### src/hw/rtl/cdq_pkg.sv
`default_nettype none
// ============================================================================
// cdq_pkg
// Shared types and codes for the circular double-ended queue.
// ============================================================================
package cdq_pkg;

    localparam int WORD_W  = 32;
    localparam int COUNT_W = 4;

    localparam logic [2:0] CMD_PUSH_FRONT = 3'd0;
    localparam logic [2:0] CMD_PUSH_REAR  = 3'd1;
    localparam logic [2:0] CMD_POP_FRONT  = 3'd2;
    localparam logic [2:0] CMD_POP_REAR   = 3'd3;
    localparam logic [2:0] CMD_STATUS     = 3'd4;

    localparam logic [1:0] STAT_DONE      = 2'd0;
    localparam logic [1:0] STAT_OVERFLOW  = 2'd1;
    localparam logic [1:0] STAT_UNDERFLOW = 2'd2;

    typedef struct packed {
        logic [2:0]               command;
        logic signed [WORD_W-1:0] push_value;
    } req_t;

    typedef struct packed {
        logic [1:0]               status;
        logic signed [WORD_W-1:0] popped_value;
        logic signed [WORD_W-1:0] front_value;
        logic signed [WORD_W-1:0] rear_value;
        logic                     not_empty;
        logic                     is_full;
        logic [COUNT_W-1:0]       element_count;
    } rsp_t;

endpackage
`default_nettype wire

### src/hw/rtl/cdq_ram.sv
`default_nettype none
// ============================================================================
// cdq_ram
// Generic single-write, single-read RAM with a registered read port.
// ============================================================================
module cdq_ram #(
    parameter int WIDTH = 32,
    parameter int DEPTH = 8
) (
    input  wire logic                     clk,
    input  wire logic                     we,
    input  wire logic [$clog2(DEPTH)-1:0] waddr,
    input  wire logic [WIDTH-1:0]         wdata,
    input  wire logic                     re,
    input  wire logic [$clog2(DEPTH)-1:0] raddr,
    output logic      [WIDTH-1:0]         rdata
);

    logic [WIDTH-1:0] mem [DEPTH];

    always_ff @(posedge clk)
    begin
        if (we)
        begin
            mem[waddr] <= wdata;
        end
        if (re)
        begin
            rdata <= mem[raddr];
        end
    end

endmodule
`default_nettype wire

### src/hw/rtl/cdq_ctrl.sv
`default_nettype none
// ============================================================================
// cdq_ctrl
// Pointer, occupancy and end-value bookkeeping; drives the slot RAM.
// ============================================================================
module cdq_ctrl #(
    parameter int DEPTH = 8
) (
    input  wire logic                                  clk,
    input  wire logic                                  rst_n,
    input  wire logic                                  start,
    output logic                                       busy,
    input  wire cdq_pkg::req_t                         request,
    output logic                                       valid,
    output cdq_pkg::rsp_t                              result,
    output logic                                       ram_we,
    output logic [$clog2(DEPTH)-1:0]                   ram_waddr,
    output logic [cdq_pkg::WORD_W-1:0]                 ram_wdata,
    output logic                                       ram_re,
    output logic [$clog2(DEPTH)-1:0]                   ram_raddr,
    input  wire logic [cdq_pkg::WORD_W-1:0]            ram_rdata
);

    localparam int IDX_W = $clog2(DEPTH);
    localparam int OCC_W = $clog2(DEPTH + 1);
    localparam int EXT_W = (OCC_W > cdq_pkg::COUNT_W) ? OCC_W : cdq_pkg::COUNT_W;

    localparam logic ST_IDLE = 1'b0;
    localparam logic ST_READ = 1'b1;

    logic                              state_reg, state_next;
    logic [IDX_W-1:0]                  head_reg, head_next;
    logic [IDX_W-1:0]                  tail_reg, tail_next;
    logic [OCC_W-1:0]                  occ_reg, occ_next;
    logic signed [cdq_pkg::WORD_W-1:0] front_reg, front_next;
    logic signed [cdq_pkg::WORD_W-1:0] rear_reg, rear_next;
    logic                              fetch_front_reg, fetch_front_next;
    logic                              valid_reg, valid_next;
    cdq_pkg::rsp_t                     res_reg, res_next;
    logic [1:0]                        status_v;
    logic signed [cdq_pkg::WORD_W-1:0] popped_v;
    logic                              fetch_v;
    logic [EXT_W-1:0]                  occ_ext;

    function automatic logic [IDX_W-1:0] wrap_inc(input logic [IDX_W-1:0] i);
        return (i == IDX_W'(DEPTH - 1)) ? '0 : i + 1'b1;
    endfunction

    function automatic logic [IDX_W-1:0] wrap_dec(input logic [IDX_W-1:0] i);
        return (i == '0) ? IDX_W'(DEPTH - 1) : i - 1'b1;
    endfunction

    always_comb
    begin
        state_next       = state_reg;
        head_next        = head_reg;
        tail_next        = tail_reg;
        occ_next         = occ_reg;
        front_next       = front_reg;
        rear_next        = rear_reg;
        fetch_front_next = fetch_front_reg;
        status_v         = res_reg.status;
        popped_v         = res_reg.popped_value;
        fetch_v          = 1'b0;
        valid_next       = 1'b0;
        ram_we           = 1'b0;
        ram_waddr        = head_reg;
        ram_wdata        = request.push_value;
        ram_re           = 1'b0;
        ram_raddr        = head_reg;

        case (state_reg)
            ST_IDLE:
            begin
                if (start)
                begin
                    status_v = cdq_pkg::STAT_DONE;
                    popped_v = '0;
                    case (request.command)
                        cdq_pkg::CMD_PUSH_FRONT, cdq_pkg::CMD_PUSH_REAR:
                        begin
                            if (occ_reg == OCC_W'(DEPTH))
                            begin
                                status_v = cdq_pkg::STAT_OVERFLOW;
                            end
                            else
                            begin
                                ram_we   = 1'b1;
                                occ_next = occ_reg + 1'b1;
                                if (occ_reg == '0)
                                begin
                                    head_next  = '0;
                                    tail_next  = '0;
                                    ram_waddr  = '0;
                                    front_next = request.push_value;
                                    rear_next  = request.push_value;
                                end
                                else if (request.command == cdq_pkg::CMD_PUSH_FRONT)
                                begin
                                    head_next  = wrap_dec(head_reg);
                                    ram_waddr  = head_next;
                                    front_next = request.push_value;
                                end
                                else
                                begin
                                    tail_next = wrap_inc(tail_reg);
                                    ram_waddr = tail_next;
                                    rear_next = request.push_value;
                                end
                            end
                        end
                        cdq_pkg::CMD_POP_FRONT, cdq_pkg::CMD_POP_REAR:
                        begin
                            if (occ_reg == '0)
                            begin
                                status_v = cdq_pkg::STAT_UNDERFLOW;
                            end
                            else
                            begin
                                occ_next = occ_reg - 1'b1;
                                if (request.command == cdq_pkg::CMD_POP_FRONT)
                                begin
                                    popped_v = front_reg;
                                    if (occ_reg > OCC_W'(1))
                                    begin
                                        head_next        = wrap_inc(head_reg);
                                        ram_raddr        = head_next;
                                        fetch_v          = 1'b1;
                                        fetch_front_next = 1'b1;
                                    end
                                end
                                else
                                begin
                                    popped_v = rear_reg;
                                    if (occ_reg > OCC_W'(1))
                                    begin
                                        tail_next        = wrap_dec(tail_reg);
                                        ram_raddr        = tail_next;
                                        fetch_v          = 1'b1;
                                        fetch_front_next = 1'b0;
                                    end
                                end
                            end
                        end
                        default:
                        begin
                            status_v = cdq_pkg::STAT_DONE;
                        end
                    endcase
                    ram_re     = fetch_v;
                    valid_next = !fetch_v;
                    state_next = fetch_v ? ST_READ : ST_IDLE;
                end
            end
            ST_READ:
            begin
                if (fetch_front_reg)
                begin
                    front_next = ram_rdata;
                end
                else
                begin
                    rear_next = ram_rdata;
                end
                valid_next = 1'b1;
                state_next = ST_IDLE;
            end
            default:
            begin
                state_next = ST_IDLE;
            end
        endcase

        occ_ext                = EXT_W'(occ_next);
        res_next.status        = status_v;
        res_next.popped_value  = popped_v;
        res_next.front_value   = (occ_next != '0) ? front_next : '0;
        res_next.rear_value    = (occ_next != '0) ? rear_next : '0;
        res_next.not_empty     = (occ_next != '0);
        res_next.is_full       = (occ_next == OCC_W'(DEPTH));
        res_next.element_count = occ_ext[cdq_pkg::COUNT_W-1:0];
    end

    always_ff @(posedge clk or negedge rst_n)
    begin
        if (!rst_n)
        begin
            state_reg <= ST_IDLE;
            head_reg  <= '0;
            tail_reg  <= '0;
            occ_reg   <= '0;
            valid_reg <= 1'b0;
        end
        else
        begin
            state_reg <= state_next;
            head_reg  <= head_next;
            tail_reg  <= tail_next;
            occ_reg   <= occ_next;
            valid_reg <= valid_next;
        end
    end

    always_ff @(posedge clk)
    begin
        front_reg       <= front_next;
        rear_reg        <= rear_next;
        fetch_front_reg <= fetch_front_next;
        res_reg         <= res_next;
    end

    assign busy   = (state_reg == ST_READ);
    assign valid  = valid_reg;
    assign result = res_reg;

endmodule
`default_nettype wire

### src/hw/rtl/circular_double_ended_queue_top.sv
`default_nettype none
// ============================================================================
// circular_double_ended_queue_top
// Double-ended queue of signed 32-bit words kept in a circular slot RAM.
// ============================================================================
// A request is taken when start is high and busy is low. Pushes, status
// requests, rejected requests and a pop of the last element give their
// result in the cycle after acceptance, and busy stays low, so one such
// request can be taken every cycle. A pop that leaves elements behind reads
// the new end element from the slot RAM's registered read port: busy is
// high for a single cycle and no request is taken meanwhile; the result
// passes the RAM read register, then the result register. Each result is
// shown for exactly one cycle with valid high and cannot be held off.
module circular_double_ended_queue_top #(
    parameter int DEPTH = 8
) (
    input  wire logic          clk,
    input  wire logic          rst_n,
    input  wire logic          start,
    output logic               busy,
    input  wire cdq_pkg::req_t request,
    output logic               valid,
    output cdq_pkg::rsp_t      result
);

    localparam int IDX_W = $clog2(DEPTH);

    logic                       ram_we;
    logic [IDX_W-1:0]           ram_waddr;
    logic [cdq_pkg::WORD_W-1:0] ram_wdata;
    logic                       ram_re;
    logic [IDX_W-1:0]           ram_raddr;
    logic [cdq_pkg::WORD_W-1:0] ram_rdata;

    cdq_ctrl #(
        .DEPTH (DEPTH)
    ) u_ctrl (
        .clk       (clk),
        .rst_n     (rst_n),
        .start     (start),
        .busy      (busy),
        .request   (request),
        .valid     (valid),
        .result    (result),
        .ram_we    (ram_we),
        .ram_waddr (ram_waddr),
        .ram_wdata (ram_wdata),
        .ram_re    (ram_re),
        .ram_raddr (ram_raddr),
        .ram_rdata (ram_rdata)
    );

    cdq_ram #(
        .WIDTH (cdq_pkg::WORD_W),
        .DEPTH (DEPTH)
    ) u_slot_ram (
        .clk   (clk),
        .we    (ram_we),
        .waddr (ram_waddr),
        .wdata (ram_wdata),
        .re    (ram_re),
        .raddr (ram_raddr),
        .rdata (ram_rdata)
    );

endmodule
`default_nettype wire

### config.mk
export PLATFORM = sky130hd
export DESIGN_NAME = circular_double_ended_queue_top
export DESIGN_NICKNAME = d
export VERILOG_FILES = /design/src/hw/rtl/cdq_pkg.sv /design/src/hw/rtl/cdq_ram.sv /design/src/hw/rtl/cdq_ctrl.sv /design/src/hw/rtl/circular_double_ended_queue_top.sv
export SDC_FILE = /design/constraint.sdc
export NUM_CORES = 1
export LEC_CHECK = 0
export BUFFER_PORTS_ARGS = -buffer_cell sky130_fd_sc_hd__buf_2
export CAP_MARGIN = 40
export CORE_AREA = 2 2 208 210
export CTS_CLUSTER_SIZE = 25
export DETAILED_ROUTE_END_ITERATION = 7
export DIE_AREA = 0 0 210 212
export PLACE_DENSITY = 0.62
export SYNTH_ARGS = -nofsm -noshare
export SYNTH_HDL_FRONTEND = slang
export SYNTH_SLANG_ARGS = --single-unit
### constraint.sdc
create_clock -name clk -period 9.25 [get_ports clk]
set_input_delay 1.3875 -clock clk [delete_from_list [all_inputs] [get_ports clk]]
set_output_delay 1.3875 -clock clk [all_outputs]
set_load 0.02 [all_outputs]
After elaboration in Yosys (flattened, before gate mapping). Memory sizes are Yosys's and may differ from the RTL's. A register that Yosys moved wholly into a read port is not among the register bits. Cells that the tools add are included.

Register bits after elaboration: 181. Bits in writable memories: 256. Input port bits: 38. Output and inout bits: 106. Memories: 1.

Memories: u_slot_ram.mem (depth 8, width 32, read ports 1, clocked after Yosys merged registers in 1, write ports 1, RTL line cdq_ram.sv:19) `logic [WIDTH-1:0] mem [DEPTH];`.

Add/sub/neg operators: 6. Magnitude comparators: 1. Eq/ne operators: 14. Multiplexer cells: 74. Bitwise gates (word level): 3. Reductions and logical operators: 14.

Operator list (count): 2-to-1 mux 32 bit (13); one-hot mux 32 bit (2 select lines) (2); 2-to-1 mux 3 bit (28); 2-to-1 mux 1 bit (20); 2-to-1 mux 4 bit (4); one-hot mux 3 bit (2 select lines) (2); logical NOT 3 bit (3); == test 4 bit, second input constant (2); one-hot mux 4 bit (2 select lines) (1); AND reduction 8 bit (1); AND reduction 7 bit (1); adder 3 x 1 -> 3 bit, second input constant (2); == test 3 x 2 -> 1 bit, second input constant (2); == test 3 bit, second input constant (2); != test 2 bit, second input constant (3); OR reduction 2 bit (3); subtractor 3 x 1 -> 3 bit, second input constant (2); AND reduction 5 bit (1); adder 4 x 1 -> 4 bit, second input constant (1); greater-than comparator 4 x 1 -> 1 bit, second input constant (1); logical NOT 4 bit (1); != test 2 x 1 -> 1 bit, second input constant (2); one-hot mux 1 bit (2 select lines) (2); one-hot mux 2 bit (2 select lines) (1); other kinds (10) (12).

Depth between registers and ports, before layout.
Word-level depth: 9. Depth in mapped cells: 11.

By module. Synthesis repeated with hierarchy kept, for this count alone.

Cell total of the unflattened synthesis: 1118. Area, all modules: 18901.9 µm².

Modules (own cells, without submodules): cdq_ram (times used 1, cells each 415, area each 10786.6 µm², sequential area each 8648.3 µm²); cdq_ctrl (times used 1, cells each 703, area each 8115.3 µm², sequential area each 4033.9 µm²).

Worst setup path after synthesis. Ideal clock, no wire load.

Path type: input-to-reg. Start point: in start. End point: mem u_slot_ram.mem[0][0] (enable). Library setup time: 461 ps. Data arrival time: 5393 ps. Data required time: 8789 ps. Path slack: 3396 ps. Stages on the path: 7. Buffers on the path: 1. Cell sequence: and2b_1 and3_1 clkbuf_1 nor2_1 a21oi_1 inv_1 nor3_1.

Cells in the longest elaborated chain, start to end: 4. Elaborated cells on any way between the ends: 6. Classes of those cells: mux (6).

Ends and longest elaborated chain: from (decl) (RTL line circular_double_ended_queue_top.sv:19) `input wire logic start,`; 2-to-1 mux 1 bit (RTL line cdq_ctrl.sv:75) `if (start)`; 2-to-1 mux 1 bit (RTL line cdq_ctrl.sv:72) `case (state_reg)`; 2-to-1 mux 1 bit (RTL line cdq_ram.sv:23) `if (we)`; 2-to-1 mux 1 bit (implied by the code) (RTL line cdq_ram.sv:25) `mem[waddr] <= wdata;`; to (decl) (RTL line cdq_ram.sv:19).

Several ways; a longest one is shown, not always the timed one.

Worst setup path after layout.
Start point: in request[32] (netlist bit). End point: reg u_slot_ram.rdata[6], read port of u_slot_ram.mem, data pin.

Cells in the longest elaborated chain, start to end: 7. Elaborated cells on any way between the ends: 13. Classes of those cells: eq/ne (2); mux (10); reduce/logical (1).

Ends and longest elaborated chain: from (decl) (RTL line circular_double_ended_queue_top.sv:21) `input wire cdq_pkg::req_t request,`; == test 3 x 2 -> 1 bit, on equally long branches (RTL line cdq_ctrl.sv:79, cdq_ctrl.sv:121); OR reduction 2 bit (RTL line cdq_ctrl.sv:79) `case (request.command)`; 2-to-1 mux 1 bit (RTL line cdq_ctrl.sv:79); 2-to-1 mux 1 bit (RTL line cdq_ctrl.sv:75); 2-to-1 mux 1 bit (RTL line cdq_ctrl.sv:72); 2-to-1 mux 1 bit (RTL line cdq_ctrl.sv:75); 2-to-1 mux 1 bit (RTL line cdq_ctrl.sv:72); to (decl) (RTL line cdq_ram.sv:16) `output logic [WIDTH-1:0] rdata`.

Several ways; a longest one is shown, not always the timed one. The select of a mux whose other input is x is not followed. A chain may end at the register's enable or synchronous reset.

==> metrics.cfg <==
[sta]
relative_slew_slack = 0.436
fin_max_slew_vios = 0
timing.fmax_mhz = 218
setup_viol_count_final = 0
timing_hold_violations_final = 0
finalClockSkew_ns = 0.0108
timing.final.ws_setup_ns = 4.67
worst_pin_slew_ns = 0.846
setup_repair_after_global_routing_missed_its_margin = no
post-route-period-util = 0.496
minimum_clock_period_ns = 4.58
setup_total_negative_slack_ns = 0

[layout]
finalCoreUtilization = 0.513
max_reg_flops = 256
final_area_mm2 = 0.0218
largest-register = u_slot_ram.mem
final_nets = 1317
final_layout_size_suffix_gt1_frac = 0.250
num-fill-cells = 3530
syn2layout_area_growth_pct = 16.2

[route]
num_vias = 10000
routed_wirelength_um = 40300
drt-pass1-iter-count = 5
detail_route.wl_per_cell_um = 21.7
remaining_drc_errors = 0
postRouteAntennaNets = 0
drtIter0Drc = 628
detail_route.vias_per_cell = 5.40

[worst_hold_path]
worstHoldPathType = flop to flop
hp-start = u_ctrl.tail_reg[2]$_DFFE_PN0P_
hold_depth = 2
min_delay_worst_endpoint = u_ctrl.tail_reg[2]$_DFFE_PN0P_

[worst_setup_path]
type_of_the_worst_setup_path = input port to flop
path_common_cell = sky130_fd_sc_hd__buf_4
regToRegSetupSlack_ns = 5.20
worst_path_max_delay_cell = sky130_fd_sc_hd__buf_4
setup.worst_path.start_class = input port
crit_path_end_kind = flop
reg2reg_to = u_slot_ram.rdata[6]$_DFFE_PP_
path_delay_family = buffers and inverters
timing.critical_path.depth = 9
r2r.worst_path.cells = 9
worstPathArrival_ns = 4.92
path_cells = buf_2 -> buf_4 -> nor3b_2 -> a21oi_1 -> nor3_4 -> nor2_4 -> buf_4 -> mux4_1 -> mux2_2
required_time_reported_for_the_critical_path_endpoint_ns = 9.59
reg2reg_from = u_ctrl.occ_reg[1]$_DFF_PN0_
critical_path_buf_inv_count = 3
max_stage_delay_ns = 0.68
crit_path_max_fanout = 41

[yosys]
synthDominantAreaCellType = sky130_fd_sc_hd__edfxtp_1
synth.avg_cell_area_um2 = 16.9
synth_top_flop_cell = sky130_fd_sc_hd__edfxtp_1
synthDistinctLibCells = 58
synth_cells = 1112
synth-edff-count = 323
ys_top_cells_by_area = sky130_fd_sc_hd__edfxtp_1 52%, sky130_fd_sc_hd__dfxtp_1 14%, sky130_fd_sc_hd__mux2i_1 12%
netlist.area_leader.share = 0.517
asyncSetResetFlopFracSynth = 0.0256
syn-num-nets = 1161
synth_area_mm2 = 0.0188
ys_seq_elements = 469
proportion_of_synthesized_chip_area_in_sequential_cells = 0.676
ys_warns = 0
ys_top_cells_by_count = 323 x sky130_fd_sc_hd__edfxtp_1, 229 x sky130_fd_sc_hd__mux2i_1, 134 x sky130_fd_sc_hd__dfxtp_1, 66 x sky130_fd_sc_hd__nor2b_1, 48 x sky130_fd_sc_hd__nor2_1
synthMostInstantiatedCell = sky130_fd_sc_hd__edfxtp_1

[clock_tree]
cts_sinks = 469
number_of_buffers_added_by_the_clock_tree_synthesis_step = 47
cts_root_buffer = sky130_fd_sc_hd__clkbuf_16
post_cts_buffers = 0
worst_setup_hold_path_clk_slew_ns = 0.06
postCtsResizedCells = 0
cts_buffer_depth = 3
cts_max_level = 2
clkLatencyLatePin_ns = 0.58
postCtsHoldBufs = 0
cts_tree = done

[die]
fp.dieArea_mm2 = 0.0445
start_util = 0.441
fp.coreArea_mm2 = 0.0425
fp.dieW_um = 210
floorplan.die.height_um = 212
placement_rows = 76
io-pin-count = 144

[global_route]
globalRoute.totalOverflow = 0
groute.usage.overall = 0.182
initial_antenna_violation_count = 3
grt_first_pass_wirelength_um = 61300
vias_in_the_first_global_route = 10300
grt_max_degree = 66

[power_and_ir_drop]
ir_drop_mv = 0.174
power_density_mw_per_mm2 = 310
p_total_mw = 6.75
cellLeakagePower_nw = 8.41

[placement]
globalplace.congestion = 0.802
detailedPlace.worstSlack_ns = 4.02
port-buffer-count = 143
dpl-instance-area_mm2 = 0.0202
dp_hpwl_um = 23100

[run_status]
run_status = complete, no violations

[flow_run]
max-cap-violations = 0

## worst min-delay path, cell delays in order, from the launching register on
cell,delay (ns)
sky130_fd_sc_hd__dfrtp_1,0.42
sky130_fd_sc_hd__nand2_1,0.06
sky130_fd_sc_hd__o21ai_0,0.06
## metal layers
metal	part of all wire	vias to the layer above	GRT usage
met5	0.00069	-	0
met4	0.021	4	0.0555
met3	0.050	61	0.0304
met2	0.48	255	0.304
met1	0.45	5087	0.247
li1	-	4609	-
## metrics by stage
stage	hold WS, ns	cells
3_3_place_gp	0.542	1761
6_report	0.574	1854
5_1_grt	0.609	1853
4_1_cts	0.568	1853
3_5_place_dp	0.552	1765
2_1_floorplan	0.500	1112
## cell families after synthesis
| group | Yosys count | synth area share |
|---|---|---|
| compound gates | 56 | 0.0206 |
| xor+xnor | 2 | 0.000934 |
| mux | 325 | 0.224 |
| simple gates | 177 | 0.0528 |
| fa+ha+maj | 11 | 0.00734 |
| buf+inv | 72 | 0.0183 |
| flops | 469 | 0.676 |
## how the worst max path moves through the flow
stage | startpoint | to
2_1_floorplan | start | u_slot_ram.mem[0][0]$_DFFE_PP_
3_3_place_gp | request[32] | u_slot_ram.rdata[6]$_DFFE_PP_
3_5_place_dp | request[32] | u_slot_ram.rdata[28]$_DFFE_PP_
4_1_cts | request[32] | u_slot_ram.rdata[31]$_DFFE_PP_
5_1_grt | request[32] | u_slot_ram.rdata[23]$_DFFE_PP_
6_report | request[32] | u_slot_ram.rdata[6]$_DFFE_PP_
## report_power, final
part | switching, mW | internal, mW | leakage (nW)
logic | 1.02 | 0.845 | 3.39
registers | 0.232 | 2.72 | 4.22
clock network | 0.802 | 1.13 | 0.792
## cell type report
| class | instances | area, um2 | area share |
|---|---|---|---|
| Inverter | 13 | 51.3 | 0.00235 |
| Clock buffer | 70 | 1430 | 0.0655 |
| Clock inverter | 18 | 185 | 0.00850 |
| Timing Repair Buffer | 166 | 946 | 0.0434 |
| Multi-Input combinational cell | 571 | 5810 | 0.267 |
| Antenna cell | 1 | 2.50 | 0.000115 |
| Sequential cell | 469 | 12700 | 0.582 |
| Tap cell | 546 | 683 | 0.0313 |
## placed cells by master (no fill, tap or decap), types with 3 or more instances in the layout
master                        n
sky130_fd_sc_hd__edfxtp_1   323
sky130_fd_sc_hd__mux2i_1    228
sky130_fd_sc_hd__buf_2      143
sky130_fd_sc_hd__dfxtp_1    134
sky130_fd_sc_hd__nor2b_1     66
sky130_fd_sc_hd__clkbuf_16   51
sky130_fd_sc_hd__nor2_1      42
sky130_fd_sc_hd__mux4_1      35
sky130_fd_sc_hd__mux2_2      34
sky130_fd_sc_hd__mux4_2      27
sky130_fd_sc_hd__buf_4       19
sky130_fd_sc_hd__a21oi_1     14
sky130_fd_sc_hd__o21ai_0     14
sky130_fd_sc_hd__inv_1       11
sky130_fd_sc_hd__ha_1        11
sky130_fd_sc_hd__clkbuf_1    11
sky130_fd_sc_hd__dfrtp_1     11
sky130_fd_sc_hd__nand2_1     10
sky130_fd_sc_hd__nor3_1      10
sky130_fd_sc_hd__nor2_4       8
sky130_fd_sc_hd__clkbuf_8     8
sky130_fd_sc_hd__nand2b_1     7
sky130_fd_sc_hd__nand3_1      6
sky130_fd_sc_hd__clkinv_1     5
sky130_fd_sc_hd__inv_4        4
sky130_fd_sc_hd__and2_1       4
sky130_fd_sc_hd__a211oi_1     4
sky130_fd_sc_hd__o211ai_1     3
sky130_fd_sc_hd__or2_2        3
sky130_fd_sc_hd__a31oi_1      3
sky130_fd_sc_hd__clkinv_2     3
sky130_fd_sc_hd__buf_12       3
Power figures use the tool's default switching activity.
